### config.mk
export PLATFORM = sky130hd
export DESIGN_NAME = range_set_match_with_list_parser_unit
export DESIGN_NICKNAME = d
export VERILOG_FILES = /design/src/hdl/rsm_pkg.sv /design/src/hdl/rsm_parser.sv /design/src/hdl/rsm_table.sv /design/src/hdl/range_set_match_with_list_parser_unit.sv
export SDC_FILE = /design/constraint.sdc
export NUM_CORES = 2
export LEC_CHECK = 0
export BUFFER_PORTS_ARGS = -buffer_cell sky130_fd_sc_hd__buf_2
export CAP_MARGIN = 20
export CORE_AREA = 4 4 352 354
export CTS_CLUSTER_SIZE = 25
export DETAILED_ROUTE_END_ITERATION = 6
export DIE_AREA = 0 0 356 358
export PLACE_DENSITY = 0.7
export SLEW_MARGIN = 20
export SYNTH_ARGS = -nofsm -noshare
export SYNTH_HDL_FRONTEND = slang
export SYNTH_HIERARCHICAL = 1
export SYNTH_SLANG_ARGS = --single-unit
### constraint.sdc
create_clock -name clk -period 15.6 [get_ports clk]
set_clock_uncertainty 0.1 [all_clocks]
set_input_delay 1.56 -clock clk [delete_from_list [all_inputs] [get_ports clk]]
set_output_delay 1.56 -clock clk [all_outputs]
set_load 0.005 [all_outputs]
### src/hdl/rsm_pkg.sv
// ----------------------------------------------------------------------------
// rsm_pkg
// shared types and constants of the range match table and its list parser
// ----------------------------------------------------------------------------
package rsm_pkg;

  // command codes carried in tuser
  localparam logic [1:0] CMD_ADD   = 2'd0;
  localparam logic [1:0] CMD_QUERY = 2'd1;
  localparam logic [1:0] CMD_TEXT  = 2'd2;
  localparam logic [1:0] CMD_NONE  = 2'd3;

  // characters of the range list syntax
  localparam logic [7:0] CHAR_MARK  = 8'h58;  // 'X'
  localparam logic [7:0] CHAR_DASH  = 8'h2d;  // '-'
  localparam logic [7:0] CHAR_ZERO  = 8'h30;  // '0'
  localparam logic [7:0] CHAR_NINE  = 8'h39;  // '9'
  localparam logic [7:0] CHAR_NUL   = 8'h00;

  // append request from the parser
  typedef struct packed {
    logic        req;
    logic [31:0] lo;
    logic [31:0] hi;
  } app_req_t;

endpackage

### src/hdl/rsm_parser.sv
// ----------------------------------------------------------------------------
// rsm_parser
// character-at-a-time parser of range lists such as "X5 X7-12"
// ----------------------------------------------------------------------------
module rsm_parser (
  input  logic              clk,
  input  logic              rst,
  input  logic              step,
  input  logic [7:0]        text_char,
  input  logic              text_last,
  output rsm_pkg::app_req_t app
);
  import rsm_pkg::*;

  typedef enum logic [4:0] {
    PH_SEEK_MARK = 5'b00001,
    PH_SEEK_LOW  = 5'b00010,
    PH_LOW       = 5'b00100,
    PH_SEEK_HIGH = 5'b01000,
    PH_HIGH      = 5'b10000
  } phase_t;

  phase_t      phase, phase_next;
  logic [31:0] low_accum, low_accum_next;
  logic [31:0] high_accum, high_accum_next;

  logic        is_digit;
  logic [31:0] digit;
  logic        is_mark;
  phase_t      after_token;

  assign is_digit    = (text_char >= CHAR_ZERO) && (text_char <= CHAR_NINE);
  assign digit       = {28'd0, text_char[3:0]};
  assign is_mark     = (text_char == CHAR_MARK);
  assign after_token = is_mark ? PH_SEEK_LOW : PH_SEEK_MARK;

  always_comb begin
    phase_next      = phase;
    low_accum_next  = low_accum;
    high_accum_next = high_accum;
    app             = '0;
    if (text_char != CHAR_NUL) begin
      case (phase)
        PH_SEEK_LOW: begin
          if (is_digit) begin
            low_accum_next = digit;
            phase_next     = PH_LOW;
          end
        end
        PH_LOW: begin
          if (is_digit) begin
            // times ten as two shifts and an add
            low_accum_next = (low_accum << 3) + (low_accum << 1) + digit;
          end else if (text_char == CHAR_DASH) begin
            phase_next = PH_SEEK_HIGH;
          end else begin
            app        = '{req: 1'b1, lo: low_accum, hi: low_accum};
            phase_next = after_token;
          end
        end
        PH_SEEK_HIGH: begin
          if (is_digit) begin
            high_accum_next = digit;
            phase_next      = PH_HIGH;
          end
        end
        PH_HIGH: begin
          if (is_digit) begin
            high_accum_next = (high_accum << 3) + (high_accum << 1) + digit;
          end else begin
            app        = '{req: 1'b1, lo: low_accum, hi: high_accum};
            phase_next = after_token;
          end
        end
        default: begin
          phase_next = after_token;
        end
      endcase
    end
    // end of text closes a pending number
    if (text_last || (text_char == CHAR_NUL)) begin
      if (phase_next == PH_LOW) begin
        app = '{req: 1'b1, lo: low_accum_next, hi: low_accum_next};
      end else if (phase_next == PH_HIGH) begin
        app = '{req: 1'b1, lo: low_accum_next, hi: high_accum_next};
      end
      phase_next = PH_SEEK_MARK;
    end
  end

  always_ff @(posedge clk) begin
    if (rst) begin
      phase      <= PH_SEEK_MARK;
      low_accum  <= '0;
      high_accum <= '0;
    end else if (step) begin
      phase      <= phase_next;
      low_accum  <= low_accum_next;
      high_accum <= high_accum_next;
    end
  end

endmodule

### src/hdl/rsm_table.sv
// ----------------------------------------------------------------------------
// rsm_table
// range storage with one registered read port and the shared comparator pair
// ----------------------------------------------------------------------------
module rsm_table #(
  parameter int SLOTS = 16,
  parameter int AW    = 4
) (
  input  logic          clk,
  input  logic          rst,
  input  logic          wr_en,
  input  logic [AW-1:0] wr_addr,
  input  logic [31:0]   wr_lo,
  input  logic [31:0]   wr_hi,
  input  logic          rd_en,
  input  logic [AW-1:0] rd_addr,
  input  logic [31:0]   probe_value,
  output logic          rd_valid,
  output logic          match
);
  import rsm_pkg::*;

  logic [63:0] mem [SLOTS-1];
  logic [63:0] rd_data;

  always_ff @(posedge clk) begin
    if (wr_en) begin
      mem[wr_addr] <= {wr_hi, wr_lo};
    end
    if (rd_en) begin
      rd_data <= mem[rd_addr];
    end
  end

  always_ff @(posedge clk) begin
    if (rst) begin
      rd_valid <= 1'b0;
    end else begin
      rd_valid <= rd_en;
    end
  end

  // inclusive bounds check on the entry just read
  assign match = (probe_value >= rd_data[31:0]) && (probe_value <= rd_data[63:32]);

endmodule

### src/hdl/range_set_match_with_list_parser_unit.sv
// add and text transactions go from the execute state to the done state, where the result is registered
// query: one stored range compared per cycle in the scan state, early exit on a hit
// the scan rate is set by the single read port of the range memory and one comparator pair
// one transaction is in work at a time; the next is taken once the result is registered
// synchronous active-high reset empties the table and puts the parser back to seeking 'X'
// ----------------------------------------------------------------------------
// range_set_match_with_list_parser_unit
// range match table with add, query and streaming range-list text commands
// ----------------------------------------------------------------------------
module range_set_match_with_list_parser_unit #(
  parameter int SLOTS = 16
) (
  input  logic         clk,
  input  logic         rst,
  // input stream
  input  logic         s_tvalid,
  output logic         s_tready,
  input  logic [103:0] s_tdata,   // range_low[31:0], range_high[63:32],
                                  // probe_value[95:64], text_char[103:96]
  input  logic [1:0]   s_tuser,   // command[1:0]
  input  logic         s_tlast,   // text_last
  // result stream
  output logic         m_tvalid,
  input  logic         m_tready,
  output logic [7:0]   m_tdata    // hit[0], range_added[1], dropped_full[2],
                                  // stored_count[6:3], zero[7]
);
  import rsm_pkg::*;

  // count holds 0..SLOTS-1, address reaches SLOTS-2
  localparam int CW = $clog2(SLOTS);
  localparam int AW = (SLOTS > 2) ? $clog2(SLOTS - 1) : 1;
  localparam logic [CW-1:0] MAX_COUNT = CW'(SLOTS - 1);

  typedef enum logic [3:0] {
    S_IDLE = 4'b0001,
    S_EXEC = 4'b0010,
    S_SCAN = 4'b0100,
    S_DONE = 4'b1000
  } state_t;

  state_t state, state_next;

  // latched transaction
  logic [1:0]  command;
  logic [31:0] range_low;
  logic [31:0] range_high;
  logic [31:0] probe_value;
  logic [7:0]  text_char;
  logic        text_last;

  // table bookkeeping and result flags
  logic [CW-1:0] count;
  logic [CW-1:0] scan_idx;
  logic          hit, added, dropped;

  app_req_t      parse_app;
  app_req_t      app;
  logic          room;
  logic          tbl_wr_en;
  logic          tbl_rd_en;
  logic          rd_valid;
  logic          match;
  logic          out_free;
  logic [CW+3:0] count_ext;

  assign s_tready = (state == S_IDLE);
  assign out_free = !m_tvalid || m_tready;
  assign room     = (count < MAX_COUNT);

  // payload capture
  always_ff @(posedge clk) begin
    if (s_tvalid && s_tready) begin
      command     <= s_tuser;
      range_low   <= s_tdata[31:0];
      range_high  <= s_tdata[63:32];
      probe_value <= s_tdata[95:64];
      text_char   <= s_tdata[103:96];
      text_last   <= s_tlast;
    end
  end

  rsm_parser u_parser (
    .clk       (clk),
    .rst       (rst),
    .step      ((state == S_EXEC) && (command == CMD_TEXT)),
    .text_char (text_char),
    .text_last (text_last),
    .app       (parse_app)
  );

  // append request from an add command or a finished text token
  always_comb begin
    app = '0;
    case (command)
      CMD_ADD:   app = '{req: 1'b1, lo: range_low, hi: range_high};
      CMD_TEXT:  app = parse_app;
      CMD_QUERY: app = '0;
      CMD_NONE:  app = '0;
      default:   app = '0;
    endcase
  end

  assign tbl_wr_en = (state == S_EXEC) && app.req && room;
  assign tbl_rd_en = (state == S_SCAN) && (scan_idx < count);

  rsm_table #(
    .SLOTS (SLOTS),
    .AW    (AW)
  ) u_table (
    .clk         (clk),
    .rst         (rst),
    .wr_en       (tbl_wr_en),
    .wr_addr     (count[AW-1:0]),
    .wr_lo       (app.lo),
    .wr_hi       (app.hi),
    .rd_en       (tbl_rd_en),
    .rd_addr     (scan_idx[AW-1:0]),
    .probe_value (probe_value),
    .rd_valid    (rd_valid),
    .match       (match)
  );

  // sequencer
  always_comb begin
    state_next = state;
    case (state)
      S_IDLE: begin
        if (s_tvalid) begin
          state_next = S_EXEC;
        end
      end
      S_EXEC: begin
        state_next = (command == CMD_QUERY) ? S_SCAN : S_DONE;
      end
      S_SCAN: begin
        // stop on the first hit, or once every issued read has been compared
        if ((rd_valid && match) || (!rd_valid && (scan_idx == count))) begin
          state_next = S_DONE;
        end
      end
      S_DONE: begin
        if (out_free) begin
          state_next = S_IDLE;
        end
      end
      default: state_next = S_IDLE;
    endcase
  end

  always_ff @(posedge clk) begin
    if (rst) begin
      state    <= S_IDLE;
      count    <= '0;
      scan_idx <= '0;
      hit      <= 1'b0;
      added    <= 1'b0;
      dropped  <= 1'b0;
    end else begin
      state <= state_next;
      if (state == S_EXEC) begin
        scan_idx <= '0;
        hit      <= 1'b0;
        added    <= app.req && room;
        dropped  <= app.req && !room;
        if (tbl_wr_en) begin
          count <= count + 1'b1;
        end
      end
      if (tbl_rd_en) begin
        scan_idx <= scan_idx + 1'b1;
      end
      if ((state == S_SCAN) && rd_valid && match) begin
        hit <= 1'b1;
      end
    end
  end

  // output register: the result waits here while the next transaction is taken
  assign count_ext = {4'd0, count};

  always_ff @(posedge clk) begin
    if (rst) begin
      m_tvalid <= 1'b0;
    end else if ((state == S_DONE) && out_free) begin
      m_tvalid <= 1'b1;
    end else if (m_tready) begin
      m_tvalid <= 1'b0;
    end
  end

  always_ff @(posedge clk) begin
    if ((state == S_DONE) && out_free) begin
      m_tdata <= {1'b0, count_ext[3:0], dropped, added, hit};
    end
  end

`ifndef ASSERT_OFF
  // the table never holds more than its capacity
  assert property (@(posedge clk) disable iff (rst) count <= MAX_COUNT)
    else $error("range count beyond capacity");

  // a table write bumps the count by exactly one
  assert property (@(posedge clk) disable iff (rst)
    tbl_wr_en |=> (count == $past(count) + 1'b1))
    else $error("count did not follow table write");

  // the scan never reads past the stored ranges
  assert property (@(posedge clk) disable iff (rst)
    (state == S_SCAN) |-> (scan_idx <= count))
    else $error("scan index past range count");

  // writes only come from the execute step
  assert property (@(posedge clk) disable iff (rst)
    tbl_wr_en |-> ((state == S_EXEC) && (command != CMD_QUERY)))
    else $error("table write outside execute step");
`endif

endmodule

==> out/qor.txt <==
Status - finished, final reports clean
Number of I/O port buffers - 119
Placed Instance Area - 56,300 sq um
DRC Markers - 0
Relative slew margins - 0.227
Worst R2R Setup Slack - 9.11 ns
Post-CTS Setup Bufs - 0
P&R area growth vs syn - 11.4%
Crit path cell chain - or4_1, a211oi_1, o21bai_1, o31a_1, and3_1, buf_4, and2_4, or2_1, inv_1, a2111oi_4, or3b_2, nor2_4, buf_4
Post-route setup TNS - 0 ns
Worst r2r path cells - 13
Drt total wl - 137,000 um
Vias in the first global route - 30,000
Initial antenna violation count - 3
Fin crit share - 0.416
Crit path max fanout - 43
Post-synth EDFFs - 1,138
Design area - 60,100 sq um
Worst hold path stage count - 2
CP required - 15.82 ns
Worst stage delay on the critical path - 0.70 ns
Via density - 5.96
Full die area - 127,000 sq um
First-pass GRT wire length - 201,000 um
Buf/Inv on CP - 3
RSZ-0062 raised after global routing - no
Deepest clock path buffer count - 3
Peak Freq - 154 MHz
Crit-path leading delay family - simple AND/OR/NAND/NOR gates
Hold endpoint - u_parser/high_accum[31]
Post-Place Cells - 4,923
Post-synthesis sequential area ratio - 0.665
Max-cap violation count - 0
Minimum clock period - 6.49 ns
Total number of vias - 30,700
Fin Hold WS - 0.378 ns
Routed Antenna Nets - 0
Yosys cell types - 89
Arr. time, crit path - 6.71 ns
# rows - 128
Synth Cell Area - 53,900 sq um
Share of layout cells above drive strength 1 - 0.172
Worst R2R End - u_table/mem[2][14]
Starting DRC count in detailed routing - 3,321
Power Density - 120 nW/um^2
Pre-CTS setup slack - 9.23 ns
HP Class - flop to flop
CP startpoint kind - flop
CTS Sinks - 1,224
Pin count of the biggest net entering global routing - 86
Setup crit end kind - flop
Yosys reg bits - 1,224
Wirelength per Cell - 26.5 um
Setup violations, final - 0
Synth Instances - 3,287
Post-Layout Cell Count - 5,148
HPWL after detailed placement - 88,500 um
Initial Util - 0.446
Hold-fix buffers, CTS - 0
Die X-Extent - 356 um
VDD IR-drop max - 0.0949 mV
Largest cells by area after synthesis - edfxtp_1 (63%), mux4_2 (8.4%), ha_1 (4.3%)
Drt first pass iters - 6
Most used flip-flop cell after synthesis - edfxtp_1
CTS buffer count - 120
Clk slew on worst S/H paths - 0.06 ns
Top cell type's share of synthesized area - 0.633
Nets - 3,721
Post-Syn Nets - 3,588
Clk Latency, worst-skew pair - 0.72 ns
Top-Level Pins - 121
GRT overflow - 0
H-tree levels - 3
Avg Cell Area, Syn - 16.4 sq um
Leakage - 0.0201 uW
Crit Path Category - flop to flop
Worst-Margin Slew - 1.13 ns
Synth area leader - edfxtp_1
Total of warnings raised by yosys - 6
Core Box Area - 121,000 sq um
Gates resized, CTS repair - 0
Cell repeated most along the worst path - buf_4
Share of flip-flops with an asynchronous set or reset - 0
Hold_sp - u_parser/high_accum[31]
Final Hold Fails - 0
GRT Total Usage - 0.213
Global placer's final weighted congestion - 0.928
CTS Root Cell - clkbuf_16
Die Ht - 358 um
CTS tree - built
PnR worst setup slack - 9.11 ns
Reg2reg start - text_char[2]
Final Max Tran Viols - 0
Slowest CP cell - nor2_4
[cells in the final DEF (no fill, tap or decap), types with 20 or more instances in the layout]
cell | Yosys | final
clkinv_1 | 0 | 35
clkbuf_16 | 0 | 121
nor2_1 | 209 | 188
xnor2_1 | 33 | 33
a21oi_1 | 100 | 100
mux4_1 | 54 | 54
mux2i_1 | 136 | 136
nand2_1 | 190 | 190
inv_1 | 97 | 97
a22oi_1 | 70 | 70
a21o_1 | 29 | 29
buf_4 | 1 | 57
edfxtp_1 | 1138 | 1138
o21ai_0 | 127 | 127
dfxtp_1 | 86 | 82
clkinv_2 | 0 | 23
nor3_1 | 30 | 24
ha_1 | 186 | 186
a22o_1 | 20 | 20
a211oi_1 | 62 | 62
o211ai_1 | 26 | 26
nand3_1 | 32 | 32
mux4_2 | 202 | 202
buf_2 | 18 | 119
[through the flow]
step,power [uW],utilization
CTS,7280,0.496
floorplan,4250,-
global placement,4510,0.465
global route,7480,0.496
detailed placement,4530,0.465
finish,7240,0.496
[synthesized netlist by cell type (8+ instances only)]
master / n
nor3_1: 30
edfxtp_1: 1138
a211oi_1: 62
clkbuf_1: 109
a22oi_1: 70
a22o_1: 20
a32oi_1: 12
xor2_1: 18
nor2_1: 209
buf_6: 22
a21o_1: 29
ha_1: 186
mux4_1: 54
o22ai_1: 10
xnor2_1: 33
mux4_2: 202
o211ai_1: 26
mux2i_1: 136
a221oi_1: 10
nand2b_1: 12
buf_2: 18
o21ai_0: 127
or2_2: 8
o21bai_1: 9
nor4_1: 12
dfxtp_1: 86
nand3_1: 32
nor2b_1: 14
o21a_1: 13
nand4_1: 17
buf_1: 13
nand2_1: 190
and3_1: 11
a21oi_1: 100
inv_1: 97
a31oi_1: 13
[logic make-up (layout without fill, tap and decap cells)]
kind of cell / Yosys count / in the layout / share of synthesized area
other: 1 / 3 / 0.0000695
DFF: 1224 / 1224 / 0.665
buffers and inverters: 262 / 496 / 0.0224
AOI/OAI and AO/OA: 580 / 580 / 0.0728
and+or+nand+nor: 586 / 586 / 0.0504
xor gates and xnor gates: 51 / 51 / 0.00828
muxes: 393 / 393 / 0.136
adders and majority gates: 190 / 190 / 0.0446
[area by class of cell]
class / count / area (sq um)
Fill cell: 9953 / 61000
Sequential cell: 1224 / 35900
Multi-Input combinational cell: 1801 / 17000
Clock buffer: 140 / 3100
Tap cell: 1625 / 2030
Timing Repair Buffer: 176 / 1020
Clock inverter: 83 / 651
Inverter: 97 / 364
Antenna cell: 2 / 5.00
[registers in the layout, summed over array words and instances (netlist names), 7 cells and up]
signal	cells
u_table/mem	960
u_table/rd_data	64
probe_value	32
range_high	32
range_low	32
u_parser/high_accum	32
u_parser/low_accum	32
text_char	8
m_tdata	7
[layer usage]
layer  vias up  global-route usage  share of wire
li1      13500                   -              -
met1     15600               0.294           0.41
met2      1331               0.349           0.48
met3       200              0.0344          0.077
met4         2              0.0701          0.034
met5         -                   0        0.00015
[tightest hold or removal path, stage by stage (launching register included)]
cell and delay, ns:
dfxtp_1 0.31, nand3_1 0.06, o31ai_1 0.06
[report_power, final]
| group | internal, uW | leakage, uW | switching, uW | total, uW |
|---|---|---|---|---|
| Clock | 1560 | 0.00183 | 1220 | 2780 |
| Sequential | 3810 | 0.0112 | 102 | 3910 |
| Combinational | 144 | 0.00712 | 410 | 554 |
| Total | 5510 | 0.0201 | 1730 | 7240 |
[worst max path at each step]
stage / start / endpoint / cells past startpoint
after floorplan: text_char[2] / u_table/mem[0][0] / 14
after global placement: text_char[2] / u_table/mem[2][38] / 13
after detailed placement: text_char[2] / u_table/mem[2][15] / 13
after CTS: text_char[2] / u_table/mem[2][37] / 13
after global routing: text_char[2] / u_table/mem[5][40] / 13
final: text_char[2] / u_table/mem[2][14] / 13
(Power assumes the default switching activity.)
